--- src/design/assert_macros.svh ---
// Assertion macros for the design; used by ticket_fifo_with_cancel.
// No dependencies; the bodies are empty when SYNTH is defined.
`ifndef ASSERT_MACROS_SVH
`define ASSERT_MACROS_SVH
`ifndef SYNTH
// Expression must hold at every clock edge outside reset.
`define TFC_ASSERT(lbl, clk, rst_n, expr) \
    lbl: assert property (@(posedge clk) disable iff (!rst_n) (expr)) \
        else $error("assertion failed");
// Consequent must hold in the same cycle as the antecedent.
`define TFC_ASSERT_IMP(lbl, clk, rst_n, ante, cons) \
    lbl: assert property (@(posedge clk) disable iff (!rst_n) (ante) |-> (cons)) \
        else $error("assertion failed");
// Consequent must hold in the cycle after the antecedent.
`define TFC_ASSERT_NXT(lbl, clk, rst_n, ante, cons) \
    lbl: assert property (@(posedge clk) disable iff (!rst_n) (ante) |=> (cons)) \
        else $error("assertion failed");
`else
`define TFC_ASSERT(lbl, clk, rst_n, expr)
`define TFC_ASSERT_IMP(lbl, clk, rst_n, ante, cons)
`define TFC_ASSERT_NXT(lbl, clk, rst_n, ante, cons)
`endif
`endif

--- src/design/tfc_pkg.sv ---
// Package for the ticket queue: sizes, codes and transaction structs.
// No dependencies.
package tfc_pkg;

    localparam int QUEUE_DEPTH = 16;
    localparam int TICKET_BITS = 8;
    localparam int IDX_W       = $clog2(QUEUE_DEPTH);
    localparam int CNT_W       = $clog2(QUEUE_DEPTH + 1);
    localparam int TID_W       = 8;
    localparam int OCC_W       = 5;

    typedef logic [1:0] t_func;
    localparam t_func FN_ENQUEUE  = 2'd0;
    localparam t_func FN_COMPLETE = 2'd1;
    localparam t_func FN_CANCEL   = 2'd2;
    localparam t_func FN_QUERY    = 2'd3;

    typedef logic [1:0] t_code;
    localparam t_code RC_OK       = 2'd0;
    localparam t_code RC_BUSY     = 2'd1;
    localparam t_code RC_NOT_HEAD = 2'd2;
    localparam t_code RC_NOT_QUED = 2'd3;

    typedef logic [1:0] t_status;
    localparam t_status TS_WAITING   = 2'd0;
    localparam t_status TS_ACTIVE    = 2'd1;
    localparam t_status TS_COMPLETED = 2'd2;

    typedef struct packed {
        t_func             func;
        logic [TID_W-1:0]  ticket_id;
    } t_in_item;

    typedef struct packed {
        logic [TID_W-1:0]  ticket_out;
        t_code             result_code;
        t_status           ticket_status;
        logic              head_valid;
        logic [TID_W-1:0]  head_ticket;
        logic [OCC_W-1:0]  occupancy;
    } t_out_item;

endpackage

--- src/design/ticket_fifo_with_cancel.sv ---
// Top level of the ticket queue with cancel.
// Depends on tfc_pkg and assert_macros.svh.
`include "assert_macros.svh"
// How to use this block:
// The input channel carries one request transaction (func, ticket_id) under
// i_in_valid / o_in_stall; the output channel returns exactly one result
// transaction per request under o_out_valid / i_out_stall.
// Enqueue hands out the next ticket number, complete pops the active head,
// cancel removes a ticket from any position, and query only reports status.
// The queue lives in a small memory with one read and one write port, and a
// single comparator checks the stored entries one by one, each read then compared.
// A request passes through a search (the entries visited are at most the
// occupancy, none on an empty queue), a decision step, then for a removal a
// shift of the later entries toward the head, and a final step that posts
// the result. o_in_stall stays high from acceptance until the block is back
// in idle.
// A new request may be accepted while the previous result still waits in the
// output register; the new result then waits until that register is free.
// When the receiver stalls, the result register holds its value.
// Reset empties the queue and restarts ticket numbering at zero.
module ticket_fifo_with_cancel (
    input  logic              i_clk,
    input  logic              i_rst_n,
    input  logic              i_in_valid,
    output logic              o_in_stall,
    input  tfc_pkg::t_in_item i_in,
    output logic               o_out_valid,
    input  logic               i_out_stall,
    output tfc_pkg::t_out_item o_out
);
    import tfc_pkg::*;

    typedef enum logic [6:0] {
        ST_IDLE     = 7'b0000001,
        ST_SCAN_RD  = 7'b0000010,
        ST_SCAN_CMP = 7'b0000100,
        ST_DECIDE   = 7'b0001000,
        ST_SHIFT_RD = 7'b0010000,
        ST_SHIFT_WR = 7'b0100000,
        ST_DONE     = 7'b1000000
    } t_state;

    t_state                 r_state, n_state;
    logic [CNT_W-1:0]       r_count, n_count;
    logic [TICKET_BITS-1:0] r_next, n_next;
    logic [TICKET_BITS-1:0] r_head, n_head;
    logic [TICKET_BITS-1:0] r_key, n_key;
    t_func                  r_func, n_func;
    logic [CNT_W-1:0]       r_idx, n_idx;
    logic [CNT_W-1:0]       r_pos, n_pos;
    logic                   r_found, n_found;
    t_code                  r_code, n_code;
    t_status                r_stat, n_stat;
    logic                   r_out_valid, n_out_valid;
    t_out_item              r_out, n_out;

    // Queue storage: entry 0 is the head.
    logic [TICKET_BITS-1:0] r_mem [QUEUE_DEPTH];
    logic [TICKET_BITS-1:0] r_rdata;
    logic [IDX_W-1:0]       w_raddr;
    logic [IDX_W-1:0]       w_waddr;
    logic [TICKET_BITS-1:0] w_wdata;
    logic                   w_we;
    logic                   w_match;
    logic                   w_in_acc;
    logic                   w_out_free;
    logic [CNT_W-1:0]       w_idx_inc;

    assign w_in_acc   = i_in_valid && !o_in_stall;
    assign w_out_free = !r_out_valid || !i_out_stall;
    assign w_match    = (r_rdata == r_key);
    assign w_idx_inc  = r_idx + CNT_W'(1);

    always_ff @(posedge i_clk) begin
        if (w_we) begin
            r_mem[w_waddr] <= w_wdata;
        end
        r_rdata <= r_mem[w_raddr];
    end

    always_comb begin
        n_state     = r_state;
        n_count     = r_count;
        n_next      = r_next;
        n_head      = r_head;
        n_key       = r_key;
        n_func      = r_func;
        n_idx       = r_idx;
        n_pos       = r_pos;
        n_found     = r_found;
        n_code      = r_code;
        n_stat      = r_stat;
        n_out_valid = r_out_valid;
        n_out       = r_out;
        w_raddr     = r_idx[IDX_W-1:0];
        w_waddr     = r_idx[IDX_W-1:0];
        w_wdata     = r_rdata;
        w_we        = 1'b0;

        if (r_out_valid && !i_out_stall) begin
            n_out_valid = 1'b0;
        end

        unique case (r_state)
            ST_IDLE: begin
                if (w_in_acc) begin
                    n_func  = i_in.func;
                    n_key   = (i_in.func == FN_ENQUEUE) ? r_next
                                                        : TICKET_BITS'(i_in.ticket_id);
                    n_idx   = '0;
                    n_found = 1'b0;
                    n_pos   = '0;
                    n_state = (r_count == '0) ? ST_DECIDE : ST_SCAN_RD;
                end
            end
            ST_SCAN_RD: begin
                n_state = ST_SCAN_CMP;
            end
            ST_SCAN_CMP: begin
                if (w_match) begin
                    n_found = 1'b1;
                    n_pos   = r_idx;
                    n_state = ST_DECIDE;
                end else if (w_idx_inc >= r_count) begin
                    n_state = ST_DECIDE;
                end else begin
                    n_idx   = w_idx_inc;
                    n_state = ST_SCAN_RD;
                end
            end
            ST_DECIDE: begin
                n_code  = RC_OK;
                n_state = ST_DONE;
                n_idx   = r_pos;
                case (r_func)
                    FN_ENQUEUE: begin
                        if (r_count >= CNT_W'(QUEUE_DEPTH) || r_found) begin
                            n_code = RC_BUSY;
                            n_stat = !r_found ? TS_COMPLETED
                                   : (r_pos == '0) ? TS_ACTIVE : TS_WAITING;
                        end else begin
                            w_we    = 1'b1;
                            w_waddr = r_count[IDX_W-1:0];
                            w_wdata = r_key;
                            n_count = r_count + CNT_W'(1);
                            n_next  = r_next + TICKET_BITS'(1);
                            if (r_count == '0) begin
                                n_head = r_key;
                                n_stat = TS_ACTIVE;
                            end else begin
                                n_stat = TS_WAITING;
                            end
                        end
                    end
                    FN_COMPLETE: begin
                        if (!r_found) begin
                            n_code = RC_NOT_QUED;
                            n_stat = TS_COMPLETED;
                        end else if (r_pos != '0) begin
                            n_code = RC_NOT_HEAD;
                            n_stat = TS_WAITING;
                        end else begin
                            n_stat  = TS_COMPLETED;
                            n_state = ST_SHIFT_RD;
                        end
                    end
                    FN_CANCEL: begin
                        n_stat = TS_COMPLETED;
                        if (!r_found) begin
                            n_code = RC_NOT_QUED;
                        end else begin
                            n_state = ST_SHIFT_RD;
                        end
                    end
                    default: begin
                        n_stat = !r_found ? TS_COMPLETED
                               : (r_pos == '0) ? TS_ACTIVE : TS_WAITING;
                    end
                endcase
            end
            ST_SHIFT_RD: begin
                // Close the gap: entry idx takes entry idx+1 until the tail.
                if (w_idx_inc >= r_count) begin
                    n_count = r_count - CNT_W'(1);
                    n_state = ST_DONE;
                end else begin
                    w_raddr = w_idx_inc[IDX_W-1:0];
                    n_state = ST_SHIFT_WR;
                end
            end
            ST_SHIFT_WR: begin
                w_we    = 1'b1;
                w_waddr = r_idx[IDX_W-1:0];
                w_wdata = r_rdata;
                if (r_idx == '0) begin
                    n_head = r_rdata;
                end
                n_idx   = w_idx_inc;
                n_state = ST_SHIFT_RD;
            end
            ST_DONE: begin
                if (w_out_free) begin
                    n_out_valid         = 1'b1;
                    n_out.ticket_out    = TID_W'(r_key);
                    n_out.result_code   = r_code;
                    n_out.ticket_status = r_stat;
                    n_out.head_valid    = (r_count != '0);
                    n_out.head_ticket   = (r_count != '0) ? TID_W'(r_head) : '0;
                    n_out.occupancy     = OCC_W'(r_count);
                    n_state             = ST_IDLE;
                end
            end
            default: begin
                n_state = ST_IDLE;
            end
        endcase
    end

    always_ff @(posedge i_clk) begin
        if (!i_rst_n) begin
            r_state     <= ST_IDLE;
            r_count     <= '0;
            r_next      <= '0;
            r_out_valid <= 1'b0;
        end else begin
            r_state     <= n_state;
            r_count     <= n_count;
            r_next      <= n_next;
            r_out_valid <= n_out_valid;
        end
    end

    always_ff @(posedge i_clk) begin
        r_head  <= n_head;
        r_key   <= n_key;
        r_func  <= n_func;
        r_idx   <= n_idx;
        r_pos   <= n_pos;
        r_found <= n_found;
        r_code  <= n_code;
        r_stat  <= n_stat;
        r_out   <= n_out;
    end

    assign o_in_stall  = (r_state != ST_IDLE);
    assign o_out_valid = r_out_valid;
    assign o_out       = r_out;

    `TFC_ASSERT(a_count_bound, i_clk, i_rst_n, r_count <= CNT_W'(QUEUE_DEPTH))
    `TFC_ASSERT_NXT(a_idle_count_stable, i_clk, i_rst_n, r_state == ST_IDLE, $stable(r_count))
    `TFC_ASSERT_NXT(a_done_posts, i_clk, i_rst_n, (r_state == ST_DONE) && !r_out_valid, o_out_valid)
    `TFC_ASSERT_IMP(a_head_matches_occ, i_clk, i_rst_n, o_out_valid,
        o_out.head_valid == (r_out.occupancy != '0))

endmodule

--- config.mk ---
export PLATFORM = sky130hd
export DESIGN_NAME = ticket_fifo_with_cancel
export DESIGN_NICKNAME = d
export VERILOG_FILES = /design/src/design/tfc_pkg.sv /design/src/design/ticket_fifo_with_cancel.sv
export VERILOG_INCLUDE_DIRS = /design/src /design/src/design
export SDC_FILE = /design/constraint.sdc
export NUM_CORES = 1
export LEC_CHECK = 0
export BUFFER_PORTS_ARGS = -buffer_cell sky130_fd_sc_hd__buf_4
export CAP_MARGIN = 10
export CELL_PAD_IN_SITES_DETAIL_PLACEMENT = 0
export CELL_PAD_IN_SITES_GLOBAL_PLACEMENT = 1
export CORE_ASPECT_RATIO = 2
export CORE_MARGIN = 10
export CORE_UTILIZATION = 35
export CTS_CLUSTER_SIZE = 40
export DETAILED_ROUTE_END_ITERATION = 10
export PLACE_DENSITY_LB_ADDON = 0.1
export SLEW_MARGIN = 20
export SYNTH_ARGS = -nofsm -noshare
export SYNTH_HDL_FRONTEND = slang
export SYNTH_SLANG_ARGS = --single-unit
--- constraint.sdc ---
create_clock -name i_clk -period 9.2 [get_ports i_clk]
set_input_delay 0.92 -clock i_clk [delete_from_list [all_inputs] [get_ports i_clk]]
set_output_delay 0.92 -clock i_clk [all_outputs]
set_load 0.01 [all_outputs]
==> After elaboration in Yosys (flattened, before gate mapping) <==
Memories as Yosys holds them, arrays and structs flattened. A register that Yosys moved wholly into a read port is not among the register bits.
Index checks and enable logic that the tools add are counted.
{ "classes": {"add_sub_neg": 4, "order_cmp": 2, "n_eq_ne": 21, "n_mux": 58, "bitwise_logic": 1, "reduce_logical": 26} }
{ "op_table": {"columns": ["cell", "n"], "rows": [
  ["2-to-1 mux 8 bit", 8],
  ["case mux 7 bit (7 select lines)", 1],
  ["2-to-1 mux 7 bit", 6],
  ["2-to-1 mux 5 bit", 7],
  ["2-to-1 mux 4 bit", 8],
  ["case mux 5 bit (2 select lines)", 2],
  ["case mux 5 bit (4 select lines)", 1],
  ["inequality test 2 bit (second input constant)", 9],
  ["case mux 8 bit (2 select lines)", 1],
  ["zero test 5 bit", 3],
  ["2-to-1 mux 2 bit", 7],
  ["case mux 7 bit (2 select lines)", 1],
  ["2-to-1 mux 1 bit", 12],
  ["case mux 2 bit (3 select lines)", 2],
  ["adder 5 x 1 -> 5 bit (second input constant)", 2],
  ["nonzero test 5 bit", 2],
  ["adder 8 x 1 -> 8 bit (second input constant)", 1],
  ["== test 8 bit", 1],
  ["AND reduction 4 bit", 2],
  ["== test 7 x 1 -> 1 bit (second input constant)", 1],
  ["== test 7 x 2 -> 1 bit (second input constant)", 1],
  ["== test 7 x 3 -> 1 bit (second input constant)", 1],
  ["== test 7 x 4 -> 1 bit (second input constant)", 1],
  ["== test 7 x 5 -> 1 bit (second input constant)", 1],
  ["other kinds (20)", 31]
]} }
{ "word_totals": {"ff_bits": 80, "ramBits": 128, "in_bits": 14, "output_inout_bits": 28, "elab_cells": 131, "n_memories": 1} }
{ "mem_list": {"columns": ["name", "words", "width", "read_ports", "rd_clocked_by_memory_dff", "wr", "line_no", "text"], "rows": [
  ["r_mem", 16, 8, 1, 1, 1, "ticket_fifo_with_cancel.sv:58", "logic [TICKET_BITS-1:0] r_mem [QUEUE_DEPTH];"]
]} }

==> Longest topological paths before layout <==
Gate-level depths: netlist (run 1).
{ "depth": {"word_depth": 7, "depth_mapped": 18, "ltp_nobuf": 13} }

==> Least setup slack after synthesis (run 1) <==
No wires, ideal clock.
{ "synth_timing": {"path_kind": "register -> register", "from": "reg r_idx[0]", "to": "reg r_rdata[1] (read register of r_mem)", "setup_ps": 134, "arrival_ps": 3339, "required_ps": 9066, "slack_ps": 5727, "stages_incl_launch_ff": 14, "path_buffers": 4, "synth_period_minus_slack_ps": 3473, "cell_sequence": "edfxtp_1 -> buf_2 -> inv_1 -> clkbuf_1 -> clkbuf_1 -> ha_1 -> ha_1 -> a31oi_2 -> o21ai_0 -> nand2_1 -> nand2_1 -> buf_2 -> a311oi_1 -> or4_1"} }
{ "synth_between": {"elab_chain_len": 4} }
{ "synth_lines": {"columns": ["item", "line_no", "text"], "rows": [
  ["from (decl)", "ticket_fifo_with_cancel.sv:49", "logic [CNT_W-1:0] r_idx, n_idx;"],
  ["from (signal assigned)", "ticket_fifo_with_cancel.sv:237", "r_idx <= n_idx;"],
  ["adder 5 x 1 -> 5 bit", "ticket_fifo_with_cancel.sv:72", "assign w_idx_inc = r_idx + CNT_W'(1);"],
  [">= comparator 5 bit", "ticket_fifo_with_cancel.sv:183", "if (w_idx_inc >= r_count) begin"],
  ["2-to-1 mux 4 bit", "ticket_fifo_with_cancel.sv:183", null],
  ["2-to-1 mux 4 bit (*)", "ticket_fifo_with_cancel.sv:104", "unique case (r_state)"],
  ["to (decl)", "ticket_fifo_with_cancel.sv:59", "logic [TICKET_BITS-1:0] r_rdata;"]
]} }
Every way passes the cells marked *; elsewhere a longest branch is shown, timed or not.
A chain may end at the register's enable or synchronous reset.

==> Final worst setup path (run 1) <==
Same ends and word-level chain as after synthesis.

==> results of run 1 <==
==> report_power, final <==
part | total [mW] | switching, mW | internal (mW)
clock | 0.858 | 0.390 | 0.468
combinational | 1.03 | 0.659 | 0.368
sequential | 1.31 | 0.0696 | 1.24
total | 3.19 | 1.12 | 2.07
==> synth_stat cells (3+ instances only) <==
cell type  instances
o31a_1             3
nand3b_1           5
a311o_1            9
nand3_1           11
a311oi_1           6
o22ai_1           28
o21a_1             3
xnor2_1           13
o211ai_1           6
nor4_1             9
nor2_1            49
mux4_2            11
or3_1              5
a211oi_1           6
a32oi_1            5
and2_1            24
nor2b_1           15
a21oi_1           13
a22o_1             4
mux2_2            60
nand2b_1           3
nor3b_1            3
a21o_1             3
clkbuf_1          23
edfxtp_1         187
nor3_1            10
mux2i_1           12
and3_1             7
a31oi_1            4
xor2_1            11
a2111oi_0         10
ha_1              15
or4_1              7
a21boi_0           4
dfxtp_1           29
o21ai_0           18
nand2_1           86
buf_2             10
o2111ai_1          4
inv_1             16
nand4_1            6
==> worst reg2reg max path: cells and delay by family, from the launching register on <==
family | cells | cell delay (ps)
simple gates | 6 | 1830
compound gates | 5 | 1200
buf+inv | 3 | 870
flops | 1 | 330
fa+ha+maj | 1 | 250
==> logic make-up after synthesis <==
| logic type | after synthesis | synth area share (%) |
|---|---|---|
| flops | 216 | 60.96 |
| fa+ha+maj | 16 | 2.043 |
| xor+xnor | 25 | 2.228 |
| compound gates | 140 | 10.04 |
| buf+inv | 54 | 2.191 |
| simple gates | 250 | 12.27 |
| mux | 83 | 10.27 |
==> how the worst max path moves through the flow <==
stage          cells after the start          startpoint                  to  slack, ps
2_1_floorplan                     13  r_idx[0]$_DFFE_PP_  r_rdata[1]$_DFF_P_       5730
3_3_place_gp                      15  r_idx[1]$_DFFE_PP_  r_rdata[1]$_DFF_P_       4680
3_5_place_dp                      15  r_idx[0]$_DFFE_PP_  r_rdata[1]$_DFF_P_       4560
4_1_cts                           15  r_idx[0]$_DFFE_PP_  r_rdata[1]$_DFF_P_       4560
5_1_grt                           15  r_idx[0]$_DFFE_PP_  r_rdata[7]$_DFF_P_       4240
6_report                          15  r_idx[0]$_DFFE_PP_  r_rdata[1]$_DFF_P_       4590
==> metal layers <==
layer  up-vias  wire, um  global-route usage [%]
met1      3245      9565                   14.42
met2       169     16070                   29.97
met3        56      1107                   2.104
met4         0      1306                   7.805
met5         -         0                       0
li1       3092         -                       -
==> through the flow <==
step           instances  hold slack, ps
2_1_floorplan        784           400.3
5_1_grt             1198           438.5
3_3_place_gp        1160           411.2
4_1_cts             1198           423.8
6_report            1198           421.7
3_5_place_dp        1160           406.6
==> area by class of cell <==
| type | instances | area, um^2 |
|---|---|---|
| inverter | 18 | 67.56 |
| multi-input combinational | 514 | 3771 |
| timing repair buffer | 52 | 390.4 |
| fill | 2667 | 17190 |
| sequential | 216 | 6196 |
| clock buffer | 24 | 556.8 |
| clock inverter | 14 | 117.6 |
| tap | 360 | 450.4 |
==> registers in the layout (all words and copies together), names as in the netlist <==
| register | cells |
|---|---|
| o_out | 26 |
| o_out_valid | 1 |
| r_code | 2 |
| r_count | 5 |
| r_found | 1 |
| r_func | 2 |
| r_head | 8 |
| r_idx | 5 |
| r_key | 8 |
| r_mem | 128 |
| r_next | 8 |
| r_pos | 5 |
| r_rdata | 8 |
| r_stat | 2 |
| r_state | 7 |
==> impl_metrics.tcl, run 1 <==
set metrics [dict create \
    die_x_um 140.5 \
    fin_total_pwr_mw 3.192 \
    worstSkewPairLatency_ps 530 \
    die_y_um 261.0 \
    htree_levels 1 \
    viasPerCell 5.477 \
    cp_max_fo 28 \
    syn_nets 814 \
    cts_tree "done" \
    drc 0 \
    postCtsSetupBuffers 0 \
    antenna_cells 0 \
    netlist_instances 784 \
    arrival_ps 5000 \
    syn_avg_cell_area_um2 12.97 \
    power_leakage_nw 3.957 \
    skew_ps 13.93 \
    antenna_found_initial 0 \
    synth_edf_count 187 \
    synth.largest_area_cell "edfxtp_1" \
    crit_required_ps 9600 \
    start_kind "flop" \
    start_util_pct 35.37 \
    path_buf_inv 3 \
    hpwl_um 20550 \
    synth-main-ff-cell "edfxtp_1" \
    fmax_mhz 217.1 \
    grt_overflow 0 \
    seq_area_frac_synth_pct 60.96 \
    min_period_over_period_pct 50.06 \
    layout.nets 853 \
    cp_top_family "simple AND/OR/NAND/NOR gates" \
    rsz0062_at_grt "false" \
    grt_use_total_pct 15.09 \
    final_common_cell "edfxtp_1" \
    clockBufferDepth 3 \
    netlist.area_leader.share_pct 55.24 \
    post_drt_wl_per_cell_um 23.41 \
    grt_pass1_vias 7003 \
    min_path_type "flop to flop" \
    crit_type "flop to flop" \
    place_ws_ps 4564 \
    synth_seq_cells 216 \
    worst_slack_ps 4595 \
    hold_buffers 0 \
    cts_root_buf "clkbuf_16" \
    async_flop_share_pct 0 \
    drv_slew 0 \
    holdPathEnd "o_out[14]$_DFFE_PP_" \
    die_area_um2 36670 \
    syn_area_um2 10160 \
    port_buffers 41 \
    stdcell_area_um2 11550 \
    grt_pass1_wl_um 42510 \
    drive_gt1_share_pct 20.53 \
    grt_max_degree 79 \
    drt-initial-drc-count 407 \
    yosys-top-cells-area "edfxtp_1, mux2_2, dfxtp_1" \
    worst_pin_slew_ps 1105 \
    layout_common_cells "edfxtp_1, nand2_1, mux2_2, buf_4, nor2_1" \
    hold_viol 0 \
    slowest_stage "or4_1" \
    r2r_start "r_idx[0]$_DFFE_PP_" \
    relSlewSlack_pct 26.03 \
    path_clk_slew_ps 70 \
    dr.pass1.iters 7 \
    postRouteAntennaNets 0 \
    fin_util_pct 40.19 \
    status "completed" \
    hp-start "r_stat[0]$_DFFE_PN_" \
    min_period_ps 4605 \
    yosys_warnings 0 \
    hold_depth 0 \
    cts_resized 0 \
    vias 6562 \
    cp_slowest_stage_delay_ps 530 \
    numCtsBuffers 21 \
    areaGrowthSynthToFinish_pct 13.63 \
    fin_tns_setup_ps 0 \
    ioPinCount 42 \
    placed_cell_area_um2 10870 \
    path_cells "buf_4 > inv_1 > nor2_1 > nand2_1 > nand2_1 > o21ai_0 > ha_1 > a21oi_1 > and3_1 > o21a_1 > buf_4 > nand2b_2 > o22ai_1 > a311oi_1 > or4_1" \
    num_rows 88 \
    core_um2 28740 \
    drv_cap 0 \
    gp_congestion 0.8553 \
    ir_drop_uv 109.0 \
    r2r_end "r_rdata[1]$_DFF_P_" \
    end_kind "flop" \
    routed_wl_um 28050 \
    clock_sinks 216 \
    setup_viol_count_final 0 \
    r2r_slack_ps 4590 \
    synth.distinct_cells 67 \
    powerDensity_nw_per_um2 276.3 \
    rr_worst_depth 15 \
]
(Power assumes the default switching activity.)
==> run 2, diff against run 1 <==
clock period = 3.8 ns   (was 9.2 ns; I/O delays follow)
==> run 2 against run 1 <==
Compared with the run above: fmax up 32%; non-clock buffer count up 40; register-to-register slack worse by 4300 ps; first-iteration DRC count down 6.4%; clock skew up 5.3 ps; via count up 3.8%; critical endpoint is now r_rdata[6]$_DFF_P_; largest cell class unchanged; largest power group unchanged.
==> impl_metrics.tcl, run 2 (synthesized netlist as in run 1, its figures left out) <==
set metrics [dict create \
    status "completed" \
    clock_sinks 216 \
    setup_viol_count_final 0 \
    met3_length_um 1119 \
    path_buf_inv 3 \
    fmax_mhz 286.3 \
    path_cells "ha_1 > buf_4 > xor2_1 > ha_1 > a21o_1 > a31oi_2 > buf_4 > o211ai_1 > or3_1 > o21ai_0 > buf_4 > o211ai_1 > nand4_1" \
    fin_total_pwr_mw 8.206 \
    critPathMostFrequentCell "buf_4" \
    worst_pin_slew_ps 1043 \
    place_ws_ps 259.5 \
    relSlewSlack_pct 30.22 \
    num_rows 88 \
    powerDensity_nw_per_um2 688.3 \
    start_kind "flop" \
    worstSkewPairLatency_ps 530 \
    viasPerCell 5.491 \
    vias 6809 \
    final_common_cell "edfxtp_1" \
    cp_slowest_stage_delay_ps 560 \
    power_leakage_nw 4.211 \
    layout.nets 894 \
    drt-initial-drc-count 381 \
    hp-start "i_in[8]" \
    areaGrowthSynthToFinish_pct 17.28 \
    r2r_slack_ps 310 \
    drv_slew 0 \
    holdPathEnd "r_func[0]$_DFFE_PP_" \
    antenna_cells 0 \
    postCtsSetupBuffers 0 \
    grt_pass1_wl_um 44890 \
    layout_common_cells "edfxtp_1, buf_4, nand2_1, mux2_2, nor2_1" \
    crit_type "flop to flop" \
    wl_met2_um 18110 \
    min_period_ps 3493 \
    crit_required_ps 4250 \
    path_clk_slew_ps 70 \
    filler_cell_count 2688 \
    fin_tns_setup_ps 0 \
    ioPinCount 42 \
    dp_cells 1200 \
    grt_pass1_vias 7219 \
    largest_reg_flops 128 \
    die_y_um 261.0 \
    r2r_end "r_rdata[6]$_DFF_P_" \
    grt_max_degree 78 \
    cts_root_buf "clkbuf_16" \
    min_path_type "input port to flop" \
    end_kind "flop" \
    stdcell_area_um2 11920 \
    placed_cell_area_um2 11160 \
    core_um2 28740 \
    layoutNonFillerInstCount 1240 \
    ir_drop_uv 316.8 \
    die_x_um 140.5 \
    cts_tree "done" \
    dr.pass1.iters 4 \
    met1Wirelength_um 10110 \
    rr_worst_depth 13 \
    numCtsBuffers 22 \
    r2r_start "r_idx[1]$_DFFE_PP_" \
    drive_gt1_share_pct 23.52 \
    htree_levels 1 \
    drc 0 \
    rsz0062_at_grt "false" \
    routed_wl_um 30100 \
    clockBufferDepth 3 \
    arrival_ps 3940 \
    post_drt_wl_per_cell_um 24.27 \
    port_buffers 41 \
    cp_max_fo 7 \
    start_util_pct 35.37 \
    grt_overflow 0 \
    min_period_over_period_pct 91.93 \
    antenna_found_initial 0 \
    top_register "r_mem" \
    skew_ps 19.18 \
    cp_top_family "compound AO/OA/AOI/OAI gates" \
    hold_viol 0 \
    hpwl_um 22560 \
    drv_cap 0 \
    postRouteAntennaNets 0 \
    gp_congestion 0.8821 \
    grt_use_total_pct 16.04 \
    top_layer "met4" \
    hold_depth 1 \
    die_area_um2 36670 \
    worst_slack_ps 306.6 \
    slowest_stage "o21ai_0" \
]
[run 2: cell count changes in the layout (fill, tap and decap cells not counted), moves of 2 or more]
cell | previous run | this run
buf_4 | 52 | 92
clkbuf_1 | 1 | 8
clkinvlp_4 | 6 | 0
clkbuf_16 | 21 | 26
inv_6 | 2 | 0
[run 2: area by class of cell]
cell class | instances | area, um^2 | share of cell area (%)
clock buffer | 37 | 721.9 | 6.056
clock inverter | 3 | 37.54 | 0.3149
tap | 360 | 450.4 | 3.778
timing repair buffer | 92 | 690.7 | 5.793
sequential | 216 | 6196 | 51.97
inverter | 18 | 67.56 | 0.5668
multi-input combinational | 514 | 3757 | 31.52
[run 2: metrics by stage]
step	hold slack [ps]	util (%)
floorplan	400.3	-
global placement	409.4	38.83
detailed placement	406.6	38.83
CTS	20.66	41.48
global route	28.98	41.48
finish	42.85	41.48
[run 2: where the power goes]
group / internal, mW / switching, mW
Sequential: 3.00 / 0.157
Combinational: 1.03 / 1.75
Clock: 1.36 / 0.910
Total: 5.39 / 2.81
[run 2: how the worst max path moves through the flow]
stage | start | endpoint | slack, ps | cells after the start
2_1_floorplan | r_idx[0]$_DFFE_PP_ | r_rdata[1]$_DFF_P_ | 330 | 13
3_3_place_gp | r_idx[0]$_DFFE_PP_ | r_rdata[7]$_DFF_P_ | 330 | 12
3_5_place_dp | r_idx[0]$_DFFE_PP_ | r_rdata[7]$_DFF_P_ | 260 | 12
4_1_cts | r_idx[0]$_DFFE_PP_ | r_rdata[6]$_DFF_P_ | 250 | 13
5_1_grt | r_idx[1]$_DFFE_PP_ | r_rdata[6]$_DFF_P_ | 90 | 13
6_report | r_idx[1]$_DFFE_PP_ | r_rdata[6]$_DFF_P_ | 310 | 13
[run 2: per-layer routing]
layer  GRT usage (%)  vias up
met5               0        -
met4           5.588        0
met3           2.104       45
met2           33.72      167
met1           14.86     3426
li1                -     3171
[run 2: what timing repair did]
| item | 4_1_cts | 5_1_grt |
|---|---|---|
| hold buffers | 0 | 0 |
| gates resized for setup | 0 | 1 |
| endpoints found under the setup margin | 0 | 1 |
